===== config.mk =====
export PLATFORM = sky130hd
export DESIGN_NAME = read_pair_sequence_quality_decoder
export DESIGN_NICKNAME = d
export VERILOG_FILES = /design/src/rtl/core/rpsq_pkg.sv /design/src/rtl/core/read_pair_sequence_quality_decoder.sv /design/src/rtl/core/rpsq_ram.sv /design/src/rtl/core/rpsq_front.sv /design/src/rtl/core/rpsq_back.sv
export SDC_FILE = /design/constraint.sdc
export NUM_CORES = 1
export LEC_CHECK = 0
export ABC_CLOCK_PERIOD_IN_PS = 5950
export BUFFER_PORTS_ARGS = -buffer_cell sky130_fd_sc_hd__buf_2
export CAP_MARGIN = 20
export CORE_MARGIN = 2
export CORE_UTILIZATION = 57
export CTS_CLUSTER_DIAMETER = 30
export CTS_CLUSTER_SIZE = 20
export DETAILED_ROUTE_END_ITERATION = 10
export PLACE_DENSITY = 0.77
export SLEW_MARGIN = 20
export SYNTH_ARGS = -nofsm -noshare
export SYNTH_HDL_FRONTEND = slang
export SYNTH_HIERARCHICAL = 1
export SYNTH_SLANG_ARGS = --single-unit
export TNS_END_PERCENT = 50

===== constraint.sdc =====
create_clock -name clk_i -period 5.95 [get_ports clk_i]
set_clock_uncertainty 0.05 [all_clocks]
set_input_delay 0.8925 -clock clk_i [delete_from_list [all_inputs] [get_ports clk_i]]
set_output_delay 0.8925 -clock clk_i [all_outputs]
set_load 0.02 [all_outputs]

===== src/rtl/core/rpsq_pkg.sv =====
package rpsq_pkg;

  // Marker and letter codes
  localparam logic [31:0] MARK_P = 32'h50;
  localparam logic [31:0] MARK_S = 32'h53;
  localparam logic [31:0] MARK_Q = 32'h51;
  localparam logic [31:0] MARK_G = 32'h67;

  localparam logic [7:0] CHR_A = 8'h41;
  localparam logic [7:0] CHR_C = 8'h43;
  localparam logic [7:0] CHR_G = 8'h47;
  localparam logic [7:0] CHR_T = 8'h54;

  // Error codes
  localparam logic [1:0] ERR_NONE   = 2'd0;
  localparam logic [1:0] ERR_MARKER = 2'd1;
  localparam logic [1:0] ERR_INDEX  = 2'd2;
  localparam logic [1:0] ERR_GROUP  = 2'd3;

  // Input opcodes
  localparam logic OP_LOAD  = 1'b0;
  localparam logic OP_TOKEN = 1'b1;

  // Configuration register indexes
  localparam logic [1:0] CFG_ESCAPE  = 2'd0;
  localparam logic [1:0] CFG_OFFSET  = 2'd1;
  localparam logic [1:0] CFG_ENTRIES = 2'd2;

  // Result kinds
  localparam logic KIND_BASE    = 1'b0;
  localparam logic KIND_QUALITY = 1'b1;

  // Queue between parser and output side
  localparam int unsigned QUEUE_DEPTH = 4;
  localparam int unsigned QPTR_W      = 2;
  localparam int unsigned QCNT_W      = 3;

  // Result as it travels through the queue; char is raw table value for quality
  typedef struct packed {
    logic [7:0] chr;
    logic       kind;
    logic       half;
    logic       last_field;
    logic       last_pair;
    logic [1:0] err;
  } rpsq_entry_t;

  typedef struct packed {
    logic        valid;
    rpsq_entry_t entry;
  } rpsq_push_t;

  function automatic logic [7:0] base_letter(input logic [1:0] code);
    logic [7:0] r;
    case (code)
      2'd0:    r = CHR_A;
      2'd1:    r = CHR_C;
      2'd2:    r = CHR_G;
      default: r = CHR_T;
    endcase
    return r;
  endfunction

endpackage


===== src/rtl/core/read_pair_sequence_quality_decoder.sv =====
// Paired-read sequence and quality decoder.
//
// Input stream (s_axis_*): one request per decoded token or table load.
// tuser selects the request: 0 writes table_value into quality table entry
// table_index, 1 hands a token to the record parser. Configuration writes
// (escape code, phred offset, table entries in use) arrive on cfg_* and are
// always taken; write them only while the block is idle.
//
// Output stream (m_axis_*): base letters and quality characters in order,
// with tlast on the last char of each string and error results that drop
// the parser back to idle.
//
// A request that yields a result passes through the table read stage, the
// queue and the output register, in that order, before it shows on m_axis.
// Throughput is one request per cycle; the parser keeps accepting while
// results wait, until the queue and the read stage hold four results
// between them.
// Reset clears parser state and the queue; the table stays unwritten.
// A stalled receiver holds m_axis data steady and fills the queue.
module read_pair_sequence_quality_decoder
  import rpsq_pkg::*;
#(
  parameter int unsigned TABLE_DEPTH = 64,
  parameter int unsigned LENGTH_BITS = 32
) (
  input  logic        clk_i,
  input  logic        rst_ni,
  input  logic        s_axis_tvalid,
  output logic        s_axis_tready,
  // [31:0] token_value, [37:32] table_index, [45:38] table_value
  input  logic [47:0] s_axis_tdata,
  // [0] opcode
  input  logic        s_axis_tuser,
  output logic        m_axis_tvalid,
  input  logic        m_axis_tready,
  // [7:0] out_char
  output logic [7:0]  m_axis_tdata,
  // [0] out_kind, [1] pair_half, [2] last_of_pair, [4:3] error_code
  output logic [4:0]  m_axis_tuser,
  // last_of_field
  output logic        m_axis_tlast,
  input  logic        cfg_valid_i,
  output logic        cfg_ready_o,
  input  logic [1:0]  cfg_index_i,
  input  logic [15:0] cfg_data_i
);

  logic [15:0]       escape_q;
  logic [7:0]        offset_q;
  logic [6:0]        entries_q;
  logic [QCNT_W-1:0] q_count;
  rpsq_push_t        push;
  rpsq_entry_t       res;

  // Configuration registers; writes to unknown indexes are dropped
  assign cfg_ready_o = 1'b1;

  always_ff @(posedge clk_i or negedge rst_ni) begin
    if (!rst_ni) begin
      escape_q  <= 16'd255;
      offset_q  <= 8'd33;
      entries_q <= 7'd64;
    end else if (cfg_valid_i) begin
      case (cfg_index_i)
        CFG_ESCAPE:  escape_q  <= cfg_data_i;
        CFG_OFFSET:  offset_q  <= cfg_data_i[7:0];
        CFG_ENTRIES: entries_q <= cfg_data_i[6:0];
        default: ;
      endcase
    end
  end

  // Parser, table and read stage
  rpsq_front #(
    .TABLE_DEPTH(TABLE_DEPTH),
    .LENGTH_BITS(LENGTH_BITS)
  ) u_front (
    .clk_i          (clk_i),
    .rst_ni         (rst_ni),
    .in_valid_i     (s_axis_tvalid),
    .in_ready_o     (s_axis_tready),
    .opcode_i       (s_axis_tuser),
    .token_value_i  (s_axis_tdata[31:0]),
    .table_index_i  (s_axis_tdata[37:32]),
    .table_value_i  (s_axis_tdata[45:38]),
    .escape_code_i  (escape_q),
    .table_entries_i(entries_q),
    .q_count_i      (q_count),
    .push_o         (push)
  );

  // Result queue and output register
  rpsq_back u_back (
    .clk_i         (clk_i),
    .rst_ni        (rst_ni),
    .push_i        (push),
    .q_count_o     (q_count),
    .phred_offset_i(offset_q),
    .out_valid_o   (m_axis_tvalid),
    .out_ready_i   (m_axis_tready),
    .out_o         (res)
  );

  assign m_axis_tdata = res.chr;
  assign m_axis_tuser = {res.err, res.last_pair, res.half, res.kind};
  assign m_axis_tlast = res.last_field;

endmodule


===== src/rtl/core/rpsq_ram.sv =====
module rpsq_ram #(
  parameter int unsigned WIDTH = 8,
  parameter int unsigned DEPTH = 64
) (
  input  logic                     clk_i,
  input  logic                     we_i,
  input  logic [$clog2(DEPTH)-1:0] waddr_i,
  input  logic [WIDTH-1:0]         wdata_i,
  input  logic [$clog2(DEPTH)-1:0] raddr_i,
  output logic [WIDTH-1:0]         rdata_o
);

  logic [WIDTH-1:0] mem_q [DEPTH];

  always_ff @(posedge clk_i) begin
    if (we_i) begin
      mem_q[waddr_i] <= wdata_i;
    end
    rdata_o <= mem_q[raddr_i];
  end

endmodule


===== src/rtl/core/rpsq_front.sv =====
module rpsq_front
  import rpsq_pkg::*;
#(
  parameter int unsigned TABLE_DEPTH = 64,
  parameter int unsigned LENGTH_BITS = 32
) (
  input  logic              clk_i,
  input  logic              rst_ni,
  input  logic              in_valid_i,
  output logic              in_ready_o,
  input  logic              opcode_i,
  input  logic [31:0]       token_value_i,
  input  logic [5:0]        table_index_i,
  input  logic [7:0]        table_value_i,
  input  logic [15:0]       escape_code_i,
  input  logic [6:0]        table_entries_i,
  input  logic [QCNT_W-1:0] q_count_i,
  output rpsq_push_t        push_o
);

  localparam int unsigned IW = $clog2(TABLE_DEPTH);

  localparam logic [3:0] PH_IDLE   = 4'd0;
  localparam logic [3:0] PH_SMARK  = 4'd1;
  localparam logic [3:0] PH_SLEN   = 4'd2;
  localparam logic [3:0] PH_BASES  = 4'd3;
  localparam logic [3:0] PH_QMARK  = 4'd4;
  localparam logic [3:0] PH_QLEN   = 4'd5;
  localparam logic [3:0] PH_QFIRST = 4'd6;
  localparam logic [3:0] PH_QDELTA = 4'd7;

  logic [3:0]             phase_q, phase_d;
  logic [LENGTH_BITS-1:0] rem_q, rem_d;
  logic [LENGTH_BITS-1:0] qlen_q, qlen_d;
  logic [IW-1:0]          prev_q, prev_d;
  logic                   esc_q, esc_d;
  logic                   half_q, half_d;

  logic                   s1_valid_q, s1_valid_d;
  rpsq_entry_t            s1_q, s1_d;
  logic [1:0]             s1_base_q, s1_base_d;

  logic                   accept;
  logic                   ram_we;
  logic [IW-1:0]          ram_waddr, ram_raddr;
  logic [7:0]             ram_rdata;

  logic [63:0]            tok_ext;
  logic [LENGTH_BITS-1:0] tok_len;
  logic [15:0]            ti_ext;
  logic [8:0]             bound9;
  logic [33:0]            bound34, tok34, half34, prev34, nxt;
  logic                   esc_ge, esc_eq, first_ok, delta_ok, rem_one;

  assign accept     = in_valid_i && in_ready_o;
  assign in_ready_o = (q_count_i + QCNT_W'(s1_valid_q)) < QCNT_W'(QUEUE_DEPTH);

  assign tok_ext = {32'b0, token_value_i};
  assign tok_len = tok_ext[LENGTH_BITS-1:0];
  assign ti_ext  = {10'b0, table_index_i};
  assign bound9  = ({2'b0, table_entries_i} > 9'(TABLE_DEPTH)) ? 9'(TABLE_DEPTH)
                                                               : {2'b0, table_entries_i};
  assign bound34 = {25'b0, bound9};
  assign tok34   = {2'b0, token_value_i};
  assign half34  = {3'b0, token_value_i[31:1]};
  assign prev34  = 34'(prev_q);
  assign nxt     = token_value_i[0] ? (prev34 - half34) : (prev34 + half34 - 34'd1);

  assign esc_ge   = token_value_i >= {16'b0, escape_code_i};
  assign esc_eq   = token_value_i == {16'b0, escape_code_i};
  assign first_ok = tok34 < bound34;
  assign delta_ok = !nxt[33] && (nxt < bound34);
  assign rem_one  = rem_q == LENGTH_BITS'(1);

  assign ram_we    = accept && (opcode_i == OP_LOAD) && (ti_ext < 16'(TABLE_DEPTH));
  assign ram_waddr = ti_ext[IW-1:0];

  always_comb begin
    phase_d    = phase_q;
    rem_d      = rem_q;
    qlen_d     = qlen_q;
    prev_d     = prev_q;
    esc_d      = esc_q;
    half_d     = half_q;
    s1_valid_d = 1'b0;
    s1_d       = '0;
    s1_base_d  = token_value_i[1:0];
    ram_raddr  = token_value_i[IW-1:0];
    s1_d.half  = half_q;

    if (accept && (opcode_i == OP_TOKEN)) begin
      case (phase_q)
        PH_IDLE: begin
          if (token_value_i == MARK_P) begin
            half_d  = 1'b0;
            phase_d = PH_SMARK;
          end else begin
            s1_valid_d = 1'b1;
            s1_d.err   = (token_value_i == MARK_G) ? ERR_GROUP : ERR_MARKER;
            half_d     = 1'b0;
            esc_d      = 1'b0;
          end
        end
        PH_SMARK, PH_QMARK: begin
          if (token_value_i == ((phase_q == PH_SMARK) ? MARK_S : MARK_Q)) begin
            phase_d = (phase_q == PH_SMARK) ? PH_SLEN : PH_QLEN;
            esc_d   = 1'b0;
          end else begin
            s1_valid_d = 1'b1;
            s1_d.err   = ERR_MARKER;
            phase_d    = PH_IDLE;
            half_d     = 1'b0;
            esc_d      = 1'b0;
          end
        end
        PH_SLEN: begin
          if (!esc_q && esc_ge) begin
            esc_d = 1'b1;
          end else begin
            esc_d   = 1'b0;
            rem_d   = tok_len;
            phase_d = (tok_len == '0) ? PH_QMARK : PH_BASES;
          end
        end
        PH_BASES: begin
          s1_valid_d      = 1'b1;
          s1_d.kind       = KIND_BASE;
          s1_d.last_field = rem_one;
          rem_d           = rem_q - LENGTH_BITS'(1);
          if (rem_one) begin
            phase_d = PH_QMARK;
          end
        end
        PH_QLEN: begin
          if (!esc_q && esc_ge) begin
            esc_d = 1'b1;
          end else begin
            esc_d   = 1'b0;
            qlen_d  = tok_len;
            phase_d = PH_QFIRST;
          end
        end
        PH_QFIRST, PH_QDELTA: begin
          if (!esc_q && esc_eq) begin
            esc_d = 1'b1;
          end else begin
            esc_d = 1'b0;
            if ((phase_q == PH_QFIRST) ? !first_ok : !delta_ok) begin
              s1_valid_d = 1'b1;
              s1_d.err   = ERR_INDEX;
              phase_d    = PH_IDLE;
              half_d     = 1'b0;
            end else begin
              // Emit a quality char, unless the first symbol of an empty string
              if (phase_q == PH_QDELTA) begin
                ram_raddr = nxt[IW-1:0];
              end
              prev_d = ram_raddr;
              if ((phase_q == PH_QFIRST) && (qlen_q == '0)) begin
                rem_d   = qlen_q;
                half_d  = !half_q;
                phase_d = half_q ? PH_IDLE : PH_SMARK;
              end else begin
                s1_valid_d      = 1'b1;
                s1_d.kind       = KIND_QUALITY;
                s1_d.last_field = (phase_q == PH_QFIRST) ? (qlen_q == LENGTH_BITS'(1))
                                                         : rem_one;
                s1_d.last_pair  = s1_d.last_field && half_q;
                rem_d           = ((phase_q == PH_QFIRST) ? qlen_q : rem_q)
                                  - LENGTH_BITS'(1);
                phase_d         = PH_QDELTA;
                if (s1_d.last_field) begin
                  half_d  = !half_q;
                  phase_d = half_q ? PH_IDLE : PH_SMARK;
                end
              end
            end
          end
        end
        default: begin
          s1_valid_d = 1'b1;
          s1_d.err   = ERR_MARKER;
          phase_d    = PH_IDLE;
          half_d     = 1'b0;
          esc_d      = 1'b0;
        end
      endcase
    end
  end

  rpsq_ram #(
    .WIDTH(8),
    .DEPTH(TABLE_DEPTH)
  ) u_table (
    .clk_i  (clk_i),
    .we_i   (ram_we),
    .waddr_i(ram_waddr),
    .wdata_i(table_value_i),
    .raddr_i(ram_raddr),
    .rdata_o(ram_rdata)
  );

  always_ff @(posedge clk_i or negedge rst_ni) begin
    if (!rst_ni) begin
      phase_q    <= PH_IDLE;
      rem_q      <= '0;
      qlen_q     <= '0;
      prev_q     <= '0;
      esc_q      <= 1'b0;
      half_q     <= 1'b0;
      s1_valid_q <= 1'b0;
    end else begin
      phase_q    <= phase_d;
      rem_q      <= rem_d;
      qlen_q     <= qlen_d;
      prev_q     <= prev_d;
      esc_q      <= esc_d;
      half_q     <= half_d;
      s1_valid_q <= s1_valid_d;
    end
  end

  always_ff @(posedge clk_i) begin
    s1_q      <= s1_d;
    s1_base_q <= s1_base_d;
  end

  always_comb begin
    push_o.valid = s1_valid_q;
    push_o.entry = s1_q;
    if (s1_q.err != ERR_NONE) begin
      push_o.entry.chr = 8'h00;
    end else if (s1_q.kind == KIND_QUALITY) begin
      push_o.entry.chr = ram_rdata;
    end else begin
      push_o.entry.chr = base_letter(s1_base_q);
    end
  end

endmodule


===== src/rtl/core/rpsq_back.sv =====
module rpsq_back
  import rpsq_pkg::*;
(
  input  logic              clk_i,
  input  logic              rst_ni,
  input  rpsq_push_t        push_i,
  output logic [QCNT_W-1:0] q_count_o,
  input  logic [7:0]        phred_offset_i,
  output logic              out_valid_o,
  input  logic              out_ready_i,
  output rpsq_entry_t       out_o
);

  rpsq_entry_t       fifo_q [QUEUE_DEPTH];
  logic [QPTR_W-1:0] wptr_q, rptr_q;
  logic [QCNT_W-1:0] cnt_q;
  logic              ov_q;
  rpsq_entry_t       out_q, out_d;
  logic              pop;
  rpsq_entry_t       head;

  assign pop  = (cnt_q != '0) && (!ov_q || out_ready_i);
  assign head = fifo_q[rptr_q];

  // Add the offset to quality chars
  always_comb begin
    out_d = head;
    if (head.kind == KIND_QUALITY) begin
      out_d.chr = head.chr + phred_offset_i;
    end
  end

  always_ff @(posedge clk_i) begin
    if (push_i.valid) begin
      fifo_q[wptr_q] <= push_i.entry;
    end
    if (pop) begin
      out_q <= out_d;
    end
  end

  always_ff @(posedge clk_i or negedge rst_ni) begin
    if (!rst_ni) begin
      wptr_q <= '0;
      rptr_q <= '0;
      cnt_q  <= '0;
      ov_q   <= 1'b0;
    end else begin
      if (push_i.valid) begin
        wptr_q <= wptr_q + QPTR_W'(1);
      end
      if (pop) begin
        rptr_q <= rptr_q + QPTR_W'(1);
      end
      cnt_q <= cnt_q + QCNT_W'(push_i.valid) - QCNT_W'(pop);
      if (pop) begin
        ov_q <= 1'b1;
      end else if (out_ready_i) begin
        ov_q <= 1'b0;
      end
    end
  end

  assign q_count_o   = cnt_q;
  assign out_valid_o = ov_q;
  assign out_o       = out_q;

endmodule

==> flow_metrics.tcl <==
set metrics [dict create \
    status "complete, but fails checks" \
    violations "setup timing" \
    crit_required_ps 6440 \
    cp-end-kind "flip-flop" \
    cp.arrival_ps 6550 \
    ys_types 99 \
    synth_warnings 6 \
    io_buffers 85 \
    critical_path_class "in -> reg" \
    detail_route.first_pass.iterations 6 \
    drc 0 \
    antenna_found_initial 3 \
    crit_path_max_fanout 10 \
    synth_compound_area_frac 0.08260 \
    peakVddDrop_v 0.0003560 \
    dr.first_iter.drc_count 2786 \
    hold_viol 0 \
    fin_crit_ps 6065 \
    synth_top_area_cell "edfxtp_1" \
    cts_sinks 713 \
    postPlaceCellArea_sq_um 38310 \
    finalMaxSlewViolations 0 \
    ios 89 \
    layout-drive-gt1-share 0.2992 \
    gp_congestion 0.9381 \
    rows 90 \
    syn-cell-area_sq_um 34930 \
    track_usage 0.3226 \
    nets 3180 \
    antenna_left 0 \
    synthMuxAreaShare 0.1251 \
    synth-seq-cells 713 \
    synth_most_common_cell "edfxtp_1" \
    p_per_area_nw_per_um2 341.5 \
    leakagePower_nw 16.33 \
    grt_pass1_wl_microns 153700 \
    core-area_sq_um 60470 \
    slowest_delay_ps 550 \
    synth_ff_type "edfxtp_1" \
    netlist_instances 2572 \
    synth_top_family_by_area "multiplexers" \
    overflow 0 \
    syn_nets 2764 \
    cts_tree "built" \
    grt_start_max_net_pins 65 \
    vias 25048 \
    ys_async_sr_fraction 0.1613 \
    place_hpwl_microns 64450 \
    clock_path_buffers 3 \
    clk_pin_slew_ps 50 \
    fp.dieH_microns 251.6 \
    syn_to_final_growth_pct 23.41 \
    viasPerCell 6.467 \
    fmax_mhz 164.9 \
    cts_buffers 117 \
    worstMarginPinSlew_ps 1192 \
    finalWirelength_microns 101100 \
    drv_cap 0 \
    htreeDepth 3 \
    yosys-top-cells-count "582 x edfxtp_1, 206 x nor2_1, 148 x nand2_1" \
    place_ws_ps -816.8 \
    critPathSlowestCell "mux4_2" \
    clock_latency_ps 680 \
    fill_cells 3818 \
    grt_pass1_vias 25275 \
    synthXorXnorAreaFrac 0.02332 \
    stdcell_area_sq_um 43110 \
    rsz0062_at_grt "yes" \
    synth_edf_count 582 \
    path_buf_inv 7 \
    wire_per_inst_microns 26.11 \
    synth_top_area_frac 0.5003 \
    cp-start-kind "input pin" \
    finalSetupViolCount 3 \
    holdCritPathClass "in -> async" \
    setup_ws_ps -114.8 \
    ys_seq_area_frac 0.5923 \
    synthTopCellsByArea "edfxtp_1 50%, mux4_2 8.9%, dfrtp_1 7.5%" \
    die_area_sq_um 63280 \
    start_util 0.5777 \
    synth-adder-area-share 0.04384 \
    postSynthAreaPerCell_sq_um 13.58 \
    fp.dieW_microns 251.6 \
    cp_top_family "compound AO/OA/AOI/OAI gates" \
    finalCritPeriodShare 1.019 \
    synth-simple-area-share 0.1006 \
    relSlewSlack 0.2025 \
    cts_root_buffer "clkbuf_16" \
]
## layout make-up
type | count | area, sq um | area share
diodes | 3 | 7.507 | 0.0001741
clock buffers | 128 | 2999 | 0.06957
clock inverters | 91 | 1149 | 0.02664
inverters | 118 | 446.7 | 0.01036
multi-input cells | 1609 | 13490 | 0.3128
flip-flops and latches | 713 | 20690 | 0.4799
well taps | 782 | 978.4 | 0.02270
repair buffers | 429 | 3354 | 0.07781
## worst register-to-register path: cells and delay by family, from the launching register on
kind	cells	cell delay [ps]
DFF	1	390
muxes	2	770
xor gates and xnor gates	2	320
and+or+nand+nor	6	750
buffers and inverters	7	1100
AOI/OAI and AO/OA	10	1530
adders and majority gates	4	940
## per-stage QoR
step | util | cells | power [mW] | setup TNS [ps] | hold WS (ps)
after floorplan | - | 2572 | 7.028 | -5.268 | 369.5
after global placement | 0.6336 | 3632 | 7.664 | -5571 | 414.4
after detailed placement | 0.6336 | 3632 | 7.744 | -6062 | 431.1
after CTS | 0.7104 | 3869 | 14.73 | -57.39 | 263.0
after global routing | 0.7129 | 3873 | 15.15 | -1497 | 298.6
final | 0.7129 | 3873 | 14.72 | -193.3 | 247.0
## path summary, 6_finish.rpt
check,start,endpoint,slack (ps),depth (start not counted)
max,s_axis_tdata[6],u_front/u_table/rdata_o[7],-110,26
min,rst_ni,u_front/rem_q[28],250,1
max reg2reg,u_front/prev_q[1],u_front/u_table/rdata_o[7],-70,31
min reg2reg,u_front/push_o[3],u_back/fifo_q[3][3],430,0
max in group asynchronous,rst_ni,u_front/qlen_q[9],4280,2
min in group clk_i,m_axis_tready,u_back/out_valid_o,370,2
## report_power, final
group	internal, mW	total [mW]	leakage [nW]	switching [mW]
logic	0.894	1.97	7.54	1.07
clock network	4.43	6.97	1.99	2.54
registers	5.63	5.78	6.80	0.151
## placed cells by master, fill, tap and decap left out, drive strengths merged, types with 10 or more instances in the layout
| cell type | netlist | layout |
|---|---|---|
| xnor2 | 64 | 64 |
| dfstp | 11 | 11 |
| bufinv | 0 | 17 |
| nor2 | 207 | 207 |
| mux4 | 138 | 138 |
| and2 | 14 | 14 |
| nand3 | 71 | 71 |
| or2 | 16 | 16 |
| o211ai | 14 | 14 |
| xor2 | 29 | 29 |
| nor2b | 31 | 31 |
| o31ai | 28 | 28 |
| inv | 116 | 128 |
| nand2 | 148 | 148 |
| a21o | 17 | 17 |
| o22ai | 33 | 33 |
| nand4 | 25 | 25 |
| a31oi | 18 | 18 |
| or3 | 25 | 25 |
| a21oi | 82 | 82 |
| ha | 116 | 116 |
| dfrtp | 104 | 104 |
| clkinvlp | 0 | 13 |
| a22oi | 12 | 12 |
| mux2i | 54 | 54 |
| nand3b | 12 | 12 |
| edfxtp | 582 | 582 |
| nor3 | 54 | 54 |
| dfxtp | 16 | 16 |
| nand2b | 18 | 18 |
| and3 | 11 | 11 |
| o221ai | 18 | 18 |
| nor4 | 36 | 36 |
| buf | 56 | 428 |
| o21ai | 121 | 121 |
| clkinv | 2 | 51 |
| mux2 | 62 | 62 |
| clkbuf | 76 | 128 |
| a221oi | 10 | 10 |
## layer usage
| metal | track usage | part of all wire | up-vias |
|---|---|---|---|
| met3 | 0.05798 | 0.089 | 370 |
| met1 | 0.4200 | 0.38 | 12394 |
| met4 | 0.1685 | 0.060 | 0 |
| met5 | 0 | 0 | - |
| met2 | 0.5227 | 0.48 | 1542 |
| li1 | - | - | 10742 |
## kinds of logic after synthesis
logic type | after synthesis
buffers and inverters | 250
and+or+nand+nor | 705
AOI/OAI and AO/OA | 436
xor gates and xnor gates | 93
other | 1
adders and majority gates | 120
DFF | 713
muxes | 254
## sequential cells by signal, summed over array words and instances (netlist names)
signal / cells
u_back/out_o: 14
u_front/rem_q: 32
u_front/s1_valid_q: 1
u_front/qlen_q: 32
escape_q: 16
offset_q: 8
entries_q: 7
u_front/half_q: 1
u_front/push_o: 6
u_back/rptr_q: 2
u_back/wptr_q: 2
u_front/s1_base_q: 2
u_front/prev_q: 6
u_back/q_count_o: 3
u_front/u_table/rdata_o: 8
u_back/out_valid_o: 1
u_front/esc_q: 1
u_front/u_table/mem_q: 512
u_back/fifo_q: 56
u_front/phase_q: 3
## repair_timing
action | in CTS | in global routing
setup buffers | 14 | 1
hold buffers | 0 | 0
resized for setup | 49 | 23
gates cloned | 4 | 0
setup endpoints to repair | 8 | 8
pin swaps | 22 | 19
(Power assumes the default switching activity.)
